===== src/rtl/core/tlik_pkg.sv =====
package tlik_pkg;

	localparam int LEN_W      = 23;
	localparam int CRD_W      = 24;
	localparam int CORDIC_W   = 44;
	localparam int Z_W        = 34;
	localparam int ANG_W      = 33;
	localparam int OPND_W     = 56;
	localparam int SQ_W       = 61;
	localparam int D_W        = 30;
	localparam int N_W        = 32;
	localparam int NORM_MSB   = 40;
	localparam int DEN_MSB    = 29;
	localparam int SQRT_CELLS = 30;

	localparam logic signed [Z_W-1:0] QUARTER_TURN = 34'sh040000000;
	localparam logic signed [Z_W-1:0] HALF_TURN    = 34'sh080000000;

	typedef enum logic {
		REG_UPPER_ARM = 1'b0,
		REG_FOREARM   = 1'b1
	} cfg_reg_t;

	// arctan(2^-i) in turns * 2^32
	localparam logic [31:0] ATAN_TABLE [32] = '{
		32'h20000000, 32'h12E4051E, 32'h09FB385B, 32'h051111D4,
		32'h028B0D43, 32'h0145D7E1, 32'h00A2F61E, 32'h00517C55,
		32'h0028BE53, 32'h00145F2F, 32'h000A2F98, 32'h000517CC,
		32'h00028BE6, 32'h000145F3, 32'h0000A2FA, 32'h0000517D,
		32'h000028BE, 32'h0000145F, 32'h00000A30, 32'h00000518,
		32'h0000028C, 32'h00000146, 32'h000000A3, 32'h00000051,
		32'h00000029, 32'h00000014, 32'h0000000A, 32'h00000005,
		32'h00000003, 32'h00000001, 32'h00000001, 32'h00000000
	};

	typedef struct packed {
		logic signed [CORDIC_W-1:0] x;
		logic signed [CORDIC_W-1:0] y;
		logic signed [Z_W-1:0]      z;
	} cordic_t;

	typedef struct packed {
		logic [SQ_W-1:0] rem;
		logic [SQ_W-1:0] root;
	} sqrt_t;

	typedef struct packed {
		logic neg_a;
		logic neg_b;
		logic zero;
	} quad_t;

	function automatic logic [5:0] msb_index(input logic [63:0] v);
		logic [5:0] p;
		p = '0;
		for (int i = 0; i < 64; i++) begin
			if (v[i]) p = 6'(i);
		end
		return p;
	endfunction

endpackage


===== src/rtl/core/tlik_sqrt_cell.sv =====
module tlik_sqrt_cell #(
	parameter int K = 0
) (
	input  logic            clk,
	input  logic            en,
	input  tlik_pkg::sqrt_t d,
	output tlik_pkg::sqrt_t q
);
	localparam int SH = 2 * (tlik_pkg::SQRT_CELLS - 1 - K);
	localparam logic [tlik_pkg::SQ_W-1:0] BIT = tlik_pkg::SQ_W'(1) << SH;

	tlik_pkg::sqrt_t nxt;
	logic [tlik_pkg::SQ_W-1:0] trial;

	always_comb begin
		trial = d.root + BIT;
		if (d.rem >= trial) begin
			nxt.rem  = d.rem - trial;
			nxt.root = (d.root >> 1) + BIT;
		end else begin
			nxt.rem  = d.rem;
			nxt.root = d.root >> 1;
		end
	end

	always_ff @(posedge clk) begin
		if (en) q <= nxt;
	end
endmodule


===== config.mk =====
export PLATFORM = sky130hd
export DESIGN_NAME = tlik_sqrt_cell
export DESIGN_NICKNAME = d
export VERILOG_FILES = /design/src/rtl/core/tlik_pkg.sv /design/src/rtl/core/tlik_sqrt_cell.sv
export SDC_FILE = /design/constraint.sdc
export NUM_CORES = 1
export LEC_CHECK = 0
export CORE_AREA = 5 5 180 182
export DETAILED_ROUTE_END_ITERATION = 8
export DIE_AREA = 0 0 185 187
export DONT_BUFFER_PORTS = 1
export PLACE_DENSITY = 0.53
export SYNTH_ARGS = -nofsm -noshare
export SYNTH_HDL_FRONTEND = slang
export SYNTH_SLANG_ARGS = --single-unit

===== constraint.sdc =====
create_clock -name clk -period 3.15 [get_ports clk]
set_input_delay 0.1575 -clock clk [delete_from_list [all_inputs] [get_ports clk]]
set_output_delay 0.1575 -clock clk [all_outputs]
set_load 0.02 [all_outputs]

==> key figures, run 1 <==
Run status
  – Run status: finished with violations
  – Violations in the final reports: hold timing

Timing
  – Total count of hold-check failures in the final report: 122
  – Unrepaired setup endpoints after global routing: no
  – Max-slew violation total from the final report: 0
  – Worst hold margin: -142 ps
  – Max Freq: 360 MHz
  – Worst slew pin tran: 606 ps
  – Final number of setup-violating endpoints: 0
  – Rel. slew slack: 0.592
  – Final worst path period need: 2780 ps
  – Final worst path period share: 0.881

Setup path
  – Critical path launch point type: input pin
  – Critical path type: in2reg
  – Critical Path Sink Type: flip-flop
  – Maximum fanout along the worst path: 24
  – Data arrival time of the critical path: 2950 ps
  – Critical Path RT: 3320 ps

Finish
  – Layout-stage area growth over the synthesis result: 25.7%
  – Most flops, register: q
  – Final core occ: 0.349
  – FILL cells: 3,109
  – Final non-filler cell total: 1,392
  – Largest registers: q x122
  – Number of nets in the finished design: 1,173
  – Fraction of layout instances using a drive strength above 1: 0.0954
  – Number of flip-flops in the largest register: 122
  – Total inserted antenna cells: 0

Drt
  – DRC violations left: 0
  – Antenna-violating nets left: 0
  – Wire length per cell: 19.5 um
  – Detailed router's first-iteration violation count: 375
  – Pre-antenna DRT Iters: 5
  – Vias after detailed routing: 6,868
  – Vias per std cell: 4.93
  – Total length of routed wires: 27,100 um

Pwr
  – Part of the total power dissipated in sequential elements: 0.440
  – Total power density per cell area: 515 nW/um^2
  – NetSw: 0.00182 W
  – Maximum vdd drop: 0.000365 V
  – Part of the power in combinational logic: 0.244
  – Switching share of power: 0.333
  – Static power due to leakage: 4.29 nW
  – Int Pwr: 0.00365 W
  – Share of total power in the clock network: 0.315

GRT
  – Antenna violations before repair: 0
  – Wire length of the first global-routing pass: 41,300 um
  – Via count of the first global-routing pass: 7,167
  – Maximum number of pins on one net before global-route repair: 123
  – Global-route usage over all layers: 0.154
  – Total overflow reported by the global router: 0

Clocking
  – Clk slew on worst S/H paths: 50 ps
  – Buffer type at the clock tree root: sky130_fd_sc_hd__clkbuf_16
  – CTS tree: yes
  – Level count of the clock H-tree: 4
  – Number of buffers inserted for hold repair after clock tree synthesis: 117
  – Number of clock sinks: 122
  – CTS Buffer Depth: 2
  – Total clock buffers created by CTS: 17

Synthesis
  – Synthesized flop and latch total: 122
  – Post-synth design cell area: 8460 sq um
  – Total of warnings raised by yosys: 0
  – Average size of a mapped cell: 9.87 sq um
  – Number of distinct library cell variants in the gate-level netlist after synthesis: 68
  – Fraction of post-synthesis cell area in the top cell type by area: 0.433
  – Dominant register cell in the synthesized netlist: sky130_fd_sc_hd__edfxtp_1
  – Top area cells in the synthesized netlist: sky130_fd_sc_hd__edfxtp_1 43%, sky130_fd_sc_hd__ha_1 9.3%, sky130_fd_sc_hd__a21oi_1 6.3%
  – Count of mapped cells out of synthesis: 857
  – Post-synth EDFFs: 122
  – Fraction of synthesis flops using an asynchronous set or reset pin: 0
  – Synth area leader: sky130_fd_sc_hd__edfxtp_1
  – Net Count, Synth: 1,045
  – Post-synthesis sequential area ratio: 0.433

Hold path
  – Class of the most critical hold timing path: in2reg

Floorplanning
  – Horizontal die dimension: 185 um
  – Total number of placement rows: 64
  – Effective utilization at floorplan: 0.278
  – Die area: 34,600 sq um
  – Die Y-Extent: 187 um
  – Core outline area: 30,400 sq um
  – Total I/O pin count: 246

Place
  – Number of port buffers: 0
  – Placer's final routability congestion estimate: 0.808
  – Number of cells after detailed placement: 1,245
  – HPWL Detailed: 20,000 um

Job
  – Max capacitance violation total: 0
timing repair:
action / in CTS / in global routing
hold endpoints to repair: 239 / 122
buffers inserted: 0 / 0
gates resized for setup: 0 / 0
endpoints found under the setup margin: 0 / 0
metal layers:
layer / vias to the layer above / wire, um / global-route usage
li1: 3391 / - / -
met1: 3224 / 11800 / 0.195
met2: 222 / 12900 / 0.252
met3: 31 / 1970 / 0.0453
met4: 0 / 473 / 0.0452
met5: - / 0 / 0
per-stage QoR:
stage	total power (W)	area (sq um)	setup TNS (ps)	setup slack, ps	hold slack, ps
global placement	0.00365	8970	-3350	-118	256
detailed placement	0.00365	8970	-1400	-74.6	256
finish	0.00547	10600	0	374	-142
CTS	0.00552	10600	0	349	-166
global route	0.00576	10600	0	116	-160
floorplan	0.00333	8460	0	571	256
worst max-delay path: stages:
cell	delay, ps
sky130_fd_sc_hd__inv_1	20
sky130_fd_sc_hd__ha_1	440
sky130_fd_sc_hd__nand2_1	170
sky130_fd_sc_hd__nor3_1	380
sky130_fd_sc_hd__nand4_1	310
sky130_fd_sc_hd__nor4_1	530
sky130_fd_sc_hd__a211oi_1	90
sky130_fd_sc_hd__o21ai_1	160
sky130_fd_sc_hd__or2_4	170
sky130_fd_sc_hd__buf_12	190
sky130_fd_sc_hd__mux2_4	320
placed cells by master, fill, tap and decap left out, drive strengths merged, types with 11 or more instances in the layout:
cell / count
a21o: 37
a21oi: 112
buf: 29
clkbuf: 18
dlygate4sd3: 117
edfxtp: 122
ha: 63
inv: 75
mux2: 11
nand2: 50
nand3: 15
nand4: 19
nor2: 80
nor3: 15
o21ai: 36
xnor2: 36
xor2: 23
path summary, 6_finish.rpt:
path,to,cells after the start,slack [ps],from
worst max-delay path,q[93],11,370,d[17]
worst min-delay path,q[48],0,-140,en
cell type report:
cell class	instances	area (sq um)	area share
inverter	75	282	0.0265
clock inverter	12	61.3	0.00577
multi-input combinational	623	4290	0.403
timing repair buffer	146	1410	0.133
clock buffer	18	429	0.0404
sequential	122	3660	0.345
tap	396	495	0.0466
synth_stat cells (3+ instances only):
| cell type | number |
|---|---|
| sky130_fd_sc_hd__edfxtp_1 | 122 |
| sky130_fd_sc_hd__a21oi_1 | 106 |
| sky130_fd_sc_hd__nor2_1 | 80 |
| sky130_fd_sc_hd__inv_1 | 75 |
| sky130_fd_sc_hd__ha_1 | 63 |
| sky130_fd_sc_hd__nand2_1 | 50 |
| sky130_fd_sc_hd__a21o_1 | 36 |
| sky130_fd_sc_hd__xnor2_1 | 36 |
| sky130_fd_sc_hd__o21ai_0 | 30 |
| sky130_fd_sc_hd__xor2_1 | 23 |
| sky130_fd_sc_hd__nand4_1 | 19 |
| sky130_fd_sc_hd__nand3_1 | 15 |
| sky130_fd_sc_hd__clkbuf_1 | 14 |
| sky130_fd_sc_hd__nor3_1 | 13 |
| sky130_fd_sc_hd__buf_2 | 11 |
| sky130_fd_sc_hd__mux2_4 | 11 |
| sky130_fd_sc_hd__buf_6 | 9 |
| sky130_fd_sc_hd__o21bai_1 | 9 |
| sky130_fd_sc_hd__o211ai_1 | 8 |
| sky130_fd_sc_hd__a31oi_1 | 7 |
| sky130_fd_sc_hd__and3_1 | 7 |
| sky130_fd_sc_hd__nand2b_1 | 7 |
| sky130_fd_sc_hd__a211oi_1 | 6 |
| sky130_fd_sc_hd__a21oi_2 | 6 |
| sky130_fd_sc_hd__and2_1 | 6 |
| sky130_fd_sc_hd__o21ai_1 | 6 |
| sky130_fd_sc_hd__a21boi_0 | 5 |
| sky130_fd_sc_hd__o21ba_2 | 5 |
| sky130_fd_sc_hd__o31ai_1 | 5 |
| sky130_fd_sc_hd__and4_1 | 4 |
| sky130_fd_sc_hd__nor2b_1 | 4 |
| sky130_fd_sc_hd__nor4_1 | 4 |
| sky130_fd_sc_hd__o21a_1 | 4 |
| sky130_fd_sc_hd__or3_1 | 4 |
| sky130_fd_sc_hd__a211oi_2 | 3 |
| sky130_fd_sc_hd__o2111ai_1 | 3 |
| sky130_fd_sc_hd__o22ai_1 | 3 |
kinds of logic after synthesis:
family          synth area share
compound gates             0.202
simple gates               0.127
flops                      0.433
buf+inv                   0.0604
fa+ha+maj                 0.0956
xor+xnor                  0.0611
mux                       0.0207
power by group through the flow:
stage	Clock (W)	Sequential [W]	Combinational, W
6_report	0.00173	0.00241	0.00134
5_1_grt	0.00184	0.00243	0.00149
4_1_cts	0.00177	0.00242	0.00134
3_5_place_dp	0	0.00244	0.00120
3_3_place_gp	0	0.00245	0.00120
2_1_floorplan	0	0.00239	0.000939
Note: power is estimated with default switching activity, not from simulation.
==> run 2: changes to the inputs <==
--- a/config.mk
+++ b/config.mk
@@ -10,6 +10,7 @@
 export DIE_AREA = 0 0 185 187
 export DONT_BUFFER_PORTS = 1
 export PLACE_DENSITY = 0.53
+export SETUP_SLACK_MARGIN = 0.3
 export SYNTH_ARGS = -nofsm -noshare
 export SYNTH_HDL_FRONTEND = slang
 export SYNTH_SLANG_ARGS = --single-unit
==> constraint.sdc (replaced) <==
create_clock -name clk -period 3.6 [get_ports clk]
set_input_delay 0.18 -clock clk [delete_from_list [all_inputs] [get_ports clk]]
set_output_delay 0.18 -clock clk [all_outputs]
set_load 0.02 [all_outputs]
==> run 2 against run 1 <==
The flow still finishes with violations (hold timing); setup slack improved by 270 ps; via count fell by 2.0%; die area did not move; largest cell class unchanged.
==> key figures, run 2 (same netlist as run 1, synthesis figures left out) <==
Run status
  – Run status: finished with violations
  – Violations in the final reports: hold timing

Finish
  – Number of flip-flops in the largest register: 122 (unchanged)
  – Number of nets in the finished design: 1,136 (-3.2%)
  – Layout-stage area growth over the synthesis result: 23.1%
  – Fraction of layout instances using a drive strength above 1: 0.0801 (-0.0153)
  – Leading cell types in the layout, fill and taps excluded: 122 x sky130_fd_sc_hd__edfxtp_1, 106 x sky130_fd_sc_hd__a21oi_1, 105 x sky130_fd_sc_hd__dlygate4sd3_1
  – Largest registers: q x122
  – Most flops, register: q
  – Most common cell after layout, fill and taps aside: sky130_fd_sc_hd__edfxtp_1
  – Final non-filler cell total: 1,357 (-2.5%)
  – Total inserted antenna cells: 0 (unchanged)

Timing
  – Total count of hold-check failures in the final report: 94 (-23%)
  – Unrepaired setup endpoints after global routing: no
  – Worst slew pin tran: 736 ps (+130 ps)
  – Post-Route Setup TNS: 0 ps (unchanged)
  – Worst hold margin: -118 ps (+23.7 ps)
  – Final worst path period need: 2960 ps
  – Final worst path period share: 0.822
  – Rel. slew slack: 0.508 (-0.0836)
  – Max-slew violation total from the final report: 0 (unchanged)
  – Max Freq: 338 MHz
  – Final number of setup-violating endpoints: 0 (unchanged)

Clocking
  – CTS tree: yes
  – Number of buffers inserted for hold repair after clock tree synthesis: 105 (-10%)
  – Total clock buffers created by CTS: 17 (unchanged)
  – Buffer type at the clock tree root: sky130_fd_sc_hd__clkbuf_16
  – CTS Buffer Depth: 2 (unchanged)
  – Number of clock sinks: 122 (unchanged)
  – Level count of the clock H-tree: 4 (unchanged)
  – Clk slew on worst S/H paths: 60 ps (about the same)

Place
  – Placer's final routability congestion estimate: 0.819 (+1.4%)
  – HPWL Detailed: 19,600 um (-2.0%)
  – Number of port buffers: 0 (unchanged)
  – Number of cells after detailed placement: 1,220 (-2.0%)

Setup path
  – Setup crit start: d[3]
  – Maximum fanout along the worst path: 5 (-79%)
  – Critical Path Sink Type: flip-flop
  – Highest cell delay on the worst timing path: 530 ps (about the same)
  – Critical path launch point type: input pin
  – Data arrival time of the critical path: 3110 ps (+160 ps)
  – Critical Path RT: 3750 ps (+430 ps)
  – Critical path type: in2reg
  – Cell with the largest stage delay on the worst path: sky130_fd_sc_hd__a21oi_1
  – Cell Chain, Critical Path: inv_1 > ha_1 > and3_1 > o21ai_1 > a211oi_1 > o21ai_0 > a21oi_1 > o21ai_1 > o31ai_1 > xnor2_1 > a21oi_1

Drt
  – Wire length per cell: 19.7 um (+0.95%)
  – Total length of routed wires: 26,700 um (-1.6%)
  – Detailed router's first-iteration violation count: 331 (-12%)
  – Antenna-violating nets left: 0 (unchanged)
  – Pre-antenna DRT Iters: 5 (unchanged)
  – Vias after detailed routing: 6,731 (-2.0%)
  – Vias per std cell: 4.96 (+0.53%)
  – DRC violations left: 0 (unchanged)

GRT
  – Via count of the first global-routing pass: 6,945 (-3.1%)
  – Maximum number of pins on one net before global-route repair: 123 (unchanged)
  – Antenna violations before repair: 0 (unchanged)
  – Total overflow reported by the global router: 0 (unchanged)
  – Global-route usage over all layers: 0.150 (-0.00305)
  – Wire length of the first global-routing pass: 40,400 um (-2.2%)

Hold path
  – Source of the worst hold timing path: en
  – Class of the most critical hold timing path: in2reg

Pwr
  – Maximum vdd drop: 0.000315 V (-14%)
  – Static power due to leakage: 4.15 nW (-3.1%)
  – Total power density per cell area: 475 nW/um^2 (-7.7%)

Floorplanning
  – Horizontal die dimension: 185 um (unchanged)
  – Effective utilization at floorplan: 0.278 (unchanged)
  – Total I/O pin count: 246 (unchanged)
  – Die area: 34,600 sq um (unchanged)
  – Core outline area: 30,400 sq um (unchanged)
  – Die Y-Extent: 187 um (unchanged)
  – Total number of placement rows: 64 (unchanged)

Job
  – Max capacitance violation total: 0 (unchanged)
## run 2: metrics by stage
step	hold WS (ps)	util	area (sq um)	power, W	setup slack, ps
floorplan	279	-	8460	0.00291	998
global placement	279	0.289	8780	0.00315	216
detailed placement	279	0.289	8780	0.00315	185
CTS	-151	0.342	10400	0.00501	627
global route	-142	0.342	10400	0.00519	517
finish	-118	0.342	10400	0.00495	641
## run 2: repair_timing
item                      CTS  global route
gates resized for setup     0             0
buffers inserted            0             0
hold endpoints to repair  227           122
## run 2: path summary, 6_finish.rpt
| check | to | slack (ps) | cells past startpoint |
|---|---|---|---|
| hold / removal | q[48] | -120 | 0 |
| setup / recovery | q[108] | 640 | 11 |
## run 2: cell type report
type | instances | area, sq um
Clock buffer | 17 | 425
Clock inverter | 15 | 151
Fill cell | 3098 | 20000
Inverter | 75 | 282
Multi-Input combinational cell | 623 | 4290
Sequential cell | 122 | 3660
Tap cell | 396 | 495
Timing Repair Buffer | 109 | 1110
## run 2: worst max-delay path: cells and delay by family
kind                     cells  cell delay (ps)
AND/OR/NAND/NOR              1              240
adder cells (fa/ha/maj)      1              370
AO/OA/AOI/OAI                7             2120
buffers and inverters        1               30
XOR/XNOR                     1              160
## run 2: report_power, final
part	total [W]	internal [W]	switching [W]
registers	0.00211	0.00180	0.000305
logic	0.00111	0.000493	0.000615
clock network	0.00173	0.00102	0.000714
## run 2: routing by layer
metal / track usage / wire (um) / vias to the layer above
li1: - / - / 3310
met1: 0.194 / 12000 / 3209
met2: 0.250 / 12800 / 192
met3: 0.0399 / 1600 / 20
met4: 0.0390 / 314 / 0
met5: 0 / 0 / -
==> run 3: changes to the inputs <==
==> constraint.sdc (replaced) <==
create_clock -name clk -period 2.85 [get_ports clk]
set_input_delay 0.1425 -clock clk [delete_from_list [all_inputs] [get_ports clk]]
set_output_delay 0.1425 -clock clk [all_outputs]
set_load 0.02 [all_outputs]
==> run 3 against run 2 <==
The run still ends with hold timing left; cell count up 8.5%; clock power is 30% higher; combinational power is 50% higher; critical path depth up 2; wire length increased by 3.5%; worst hold slack lost 39 ps; die area unchanged; first-iteration DRC count grew 1.8%; utilization grew 3.7 points; total power increased by 33%; global-route usage grew 0.54 points.
==> key figures, run 3 (same netlist as run 1, synthesis figures left out) <==
Setup path
  – Data arrival time of the critical path: 2600 ps (-510 ps)
  – Critical path launch point type: input pin
  – Critical path type: in2reg
  – Critical Path Sink Type: flip-flop
  – Maximum fanout along the worst path: 3 (-2)
  – Critical Path RT: 3030 ps (-720 ps)

Timing
  – Final worst path period need: 2420 ps
  – Total count of hold-check failures in the final report: 122 (+30%)
  – Unrepaired setup endpoints after global routing: no
  – Final worst path period share: 0.849
  – Max Freq: 413 MHz
  – Max-slew violation total from the final report: 0 (unchanged)
  – Rel. slew slack: 0.522 (+0.0138)
  – Worst slew pin tran: 710 ps (-26.3 ps)
  – Final number of setup-violating endpoints: 0 (unchanged)
  – Worst hold margin: -157 ps (-38.8 ps)

Drt
  – DRC violations left: 0 (unchanged)
  – Total length of routed wires: 27,600 um (+3.5%)
  – Wire length per cell: 18.8 um (-4.6%)
  – Vias per std cell: 4.84 (-2.3%)
  – Antenna-violating nets left: 0 (unchanged)
  – Pre-antenna DRT Iters: 5 (unchanged)
  – Vias after detailed routing: 7,131 (+5.9%)
  – Detailed router's first-iteration violation count: 337 (+1.8%)

Clocking
  – Buffer type at the clock tree root: sky130_fd_sc_hd__clkbuf_16
  – Clk slew on worst S/H paths: 60 ps (about the same)
  – Total clock buffers created by CTS: 17 (unchanged)
  – Number of buffers inserted for hold repair after clock tree synthesis: 119 (+13%)
  – CTS tree: yes
  – Level count of the clock H-tree: 4 (unchanged)
  – CTS Buffer Depth: 2 (unchanged)
  – Number of clock sinks: 122 (unchanged)

Pwr
  – Maximum vdd drop: 0.000411 V (+30%)
  – PnR Total Power: 0.00658 W (+33%)
  – Total power density per cell area: 571 nW/um^2 (+20%)
  – Static power due to leakage: 4.73 nW (+14%)

Job
  – Max capacitance violation total: 0 (unchanged)

Floorplanning
  – Total number of placement rows: 64 (unchanged)
  – Die area: 34,600 sq um (unchanged)
  – Total I/O pin count: 246 (unchanged)
  – Horizontal die dimension: 185 um (unchanged)
  – Core outline area: 30,400 sq um (unchanged)
  – Effective utilization at floorplan: 0.278 (unchanged)
  – Die Y-Extent: 187 um (unchanged)

Finish
  – Number of nets in the finished design: 1,251 (+10%)
  – Layout-stage area growth over the synthesis result: 36.3%
  – Leading cell types in the layout, fill and taps excluded: 122 x sky130_fd_sc_hd__edfxtp_1, 119 x sky130_fd_sc_hd__dlygate4sd3_1, 104 x sky130_fd_sc_hd__a21oi_1
  – Fraction of layout instances using a drive strength above 1: 0.183 (+0.103)
  – Total inserted antenna cells: 0 (unchanged)
  – Most flops, register: q
  – Design Area, Final: 11,500 sq um (+11%)
  – Largest registers: q x122
  – Most common cell after layout, fill and taps aside: sky130_fd_sc_hd__edfxtp_1
  – Number of flip-flops in the largest register: 122 (unchanged)

GRT
  – Antenna violations before repair: 0 (unchanged)
  – Via count of the first global-routing pass: 7,519 (+8.3%)
  – Wire length of the first global-routing pass: 42,100 um (+4.2%)
  – Maximum number of pins on one net before global-route repair: 123 (unchanged)
  – Total overflow reported by the global router: 0 (unchanged)
  – Global-route usage over all layers: 0.156 (+0.00535)

Place
  – Placer's final routability congestion estimate: 0.804 (-1.8%)
  – Number of port buffers: 0 (unchanged)
  – HPWL Detailed: 20,300 um (+3.5%)
  – Placed cell area: 9540 sq um (+8.6%)

Hold path
  – Class of the most critical hold timing path: in2reg

Run status
  – Violations in the final reports: hold timing
  – Run status: finished with violations
-- run 3: cell count changes in the layout (fill, tap and decap cells not counted), moves of 2 or more --
cell                            previous run  this run
sky130_fd_sc_hd__a21oi_1                 106       104
sky130_fd_sc_hd__clkinvlp_4                5         3
sky130_fd_sc_hd__buf_12                    2         4
sky130_fd_sc_hd__o21ai_1                   6         8
sky130_fd_sc_hd__o31ai_4                   0         2
sky130_fd_sc_hd__inv_6                     2         0
sky130_fd_sc_hd__o21ai_0                  30        27
sky130_fd_sc_hd__nor4_1                    4         2
sky130_fd_sc_hd__ha_1                     63        56
sky130_fd_sc_hd__clkbuf_1                  0         3
sky130_fd_sc_hd__nor4_2                    0         2
sky130_fd_sc_hd__ha_4                      0         6
sky130_fd_sc_hd__dlygate4sd3_1           105       119
sky130_fd_sc_hd__buf_4                     2       100
-- run 3: final cells by class --
type                       count  area, sq um
fill                        2999        18900
timing repair buffer         224         2030
multi-input combinational    623         4460
tap                          396          495
clock buffer                  20          437
inverter                      75          284
sequential                   122         3660
clock inverter                12          150
-- run 3: through the flow --
step	setup slack [ps]	setup TNS, ps	util	std cells	hold slack [ps]
2_1_floorplan	302	0	-	857	241
3_3_place_gp	-197	-3400	0.313	1317	241
3_5_place_dp	-217	-2410	0.313	1317	241
4_1_cts	308	0	0.372	1468	-181
5_1_grt	296	0	0.379	1472	-179
6_report	430	0	0.379	1472	-157
-- run 3: per-layer routing --
metal	routed length, um	share of wire	GRT usage	up-vias
met5	0	0	0	-
met4	574	0.021	0.0505	0
met3	1730	0.063	0.0422	33
met2	13000	0.47	0.254	191
met1	12300	0.45	0.200	3361
li1	-	-	-	3546
-- run 3: where the power goes --
group          internal, W  switching [W]  total (W)
Combinational     0.000827       0.000838    0.00167
Sequential         0.00228       0.000385    0.00266
Clock              0.00137       0.000880    0.00225
Total              0.00447        0.00210    0.00658
-- run 3: worst max-delay path, cell delays in order --
cell and delay [ps]:
sky130_fd_sc_hd__inv_1 20, sky130_fd_sc_hd__ha_1 190, sky130_fd_sc_hd__fa_2 350, sky130_fd_sc_hd__nor2b_2 130, sky130_fd_sc_hd__o31a_1 260, sky130_fd_sc_hd__o31ai_4 110, sky130_fd_sc_hd__nand4b_1 150, sky130_fd_sc_hd__nand4_1 90
sky130_fd_sc_hd__buf_4 170, sky130_fd_sc_hd__o311ai_4 380, sky130_fd_sc_hd__a31oi_1 170, sky130_fd_sc_hd__xnor2_1 160, sky130_fd_sc_hd__mux2_4 250
-- run 3: what timing repair did --
item | CTS | global route
setup endpoints to repair | 3 | 50
endpoints found under the hold margin | 241 | 122
pin swaps | 0 | 17
gates resized for setup | 3 | 32
buffers inserted | 0 | 4
-- run 3: worst paths after layout --
| check | startpoint | endpoint | slack, ps | depth (start not counted) |
|---|---|---|---|---|
| worst min-delay path | en | q[48] | -160 | 0 |
| worst max-delay path | d[61] | q[115] | 430 | 13 |
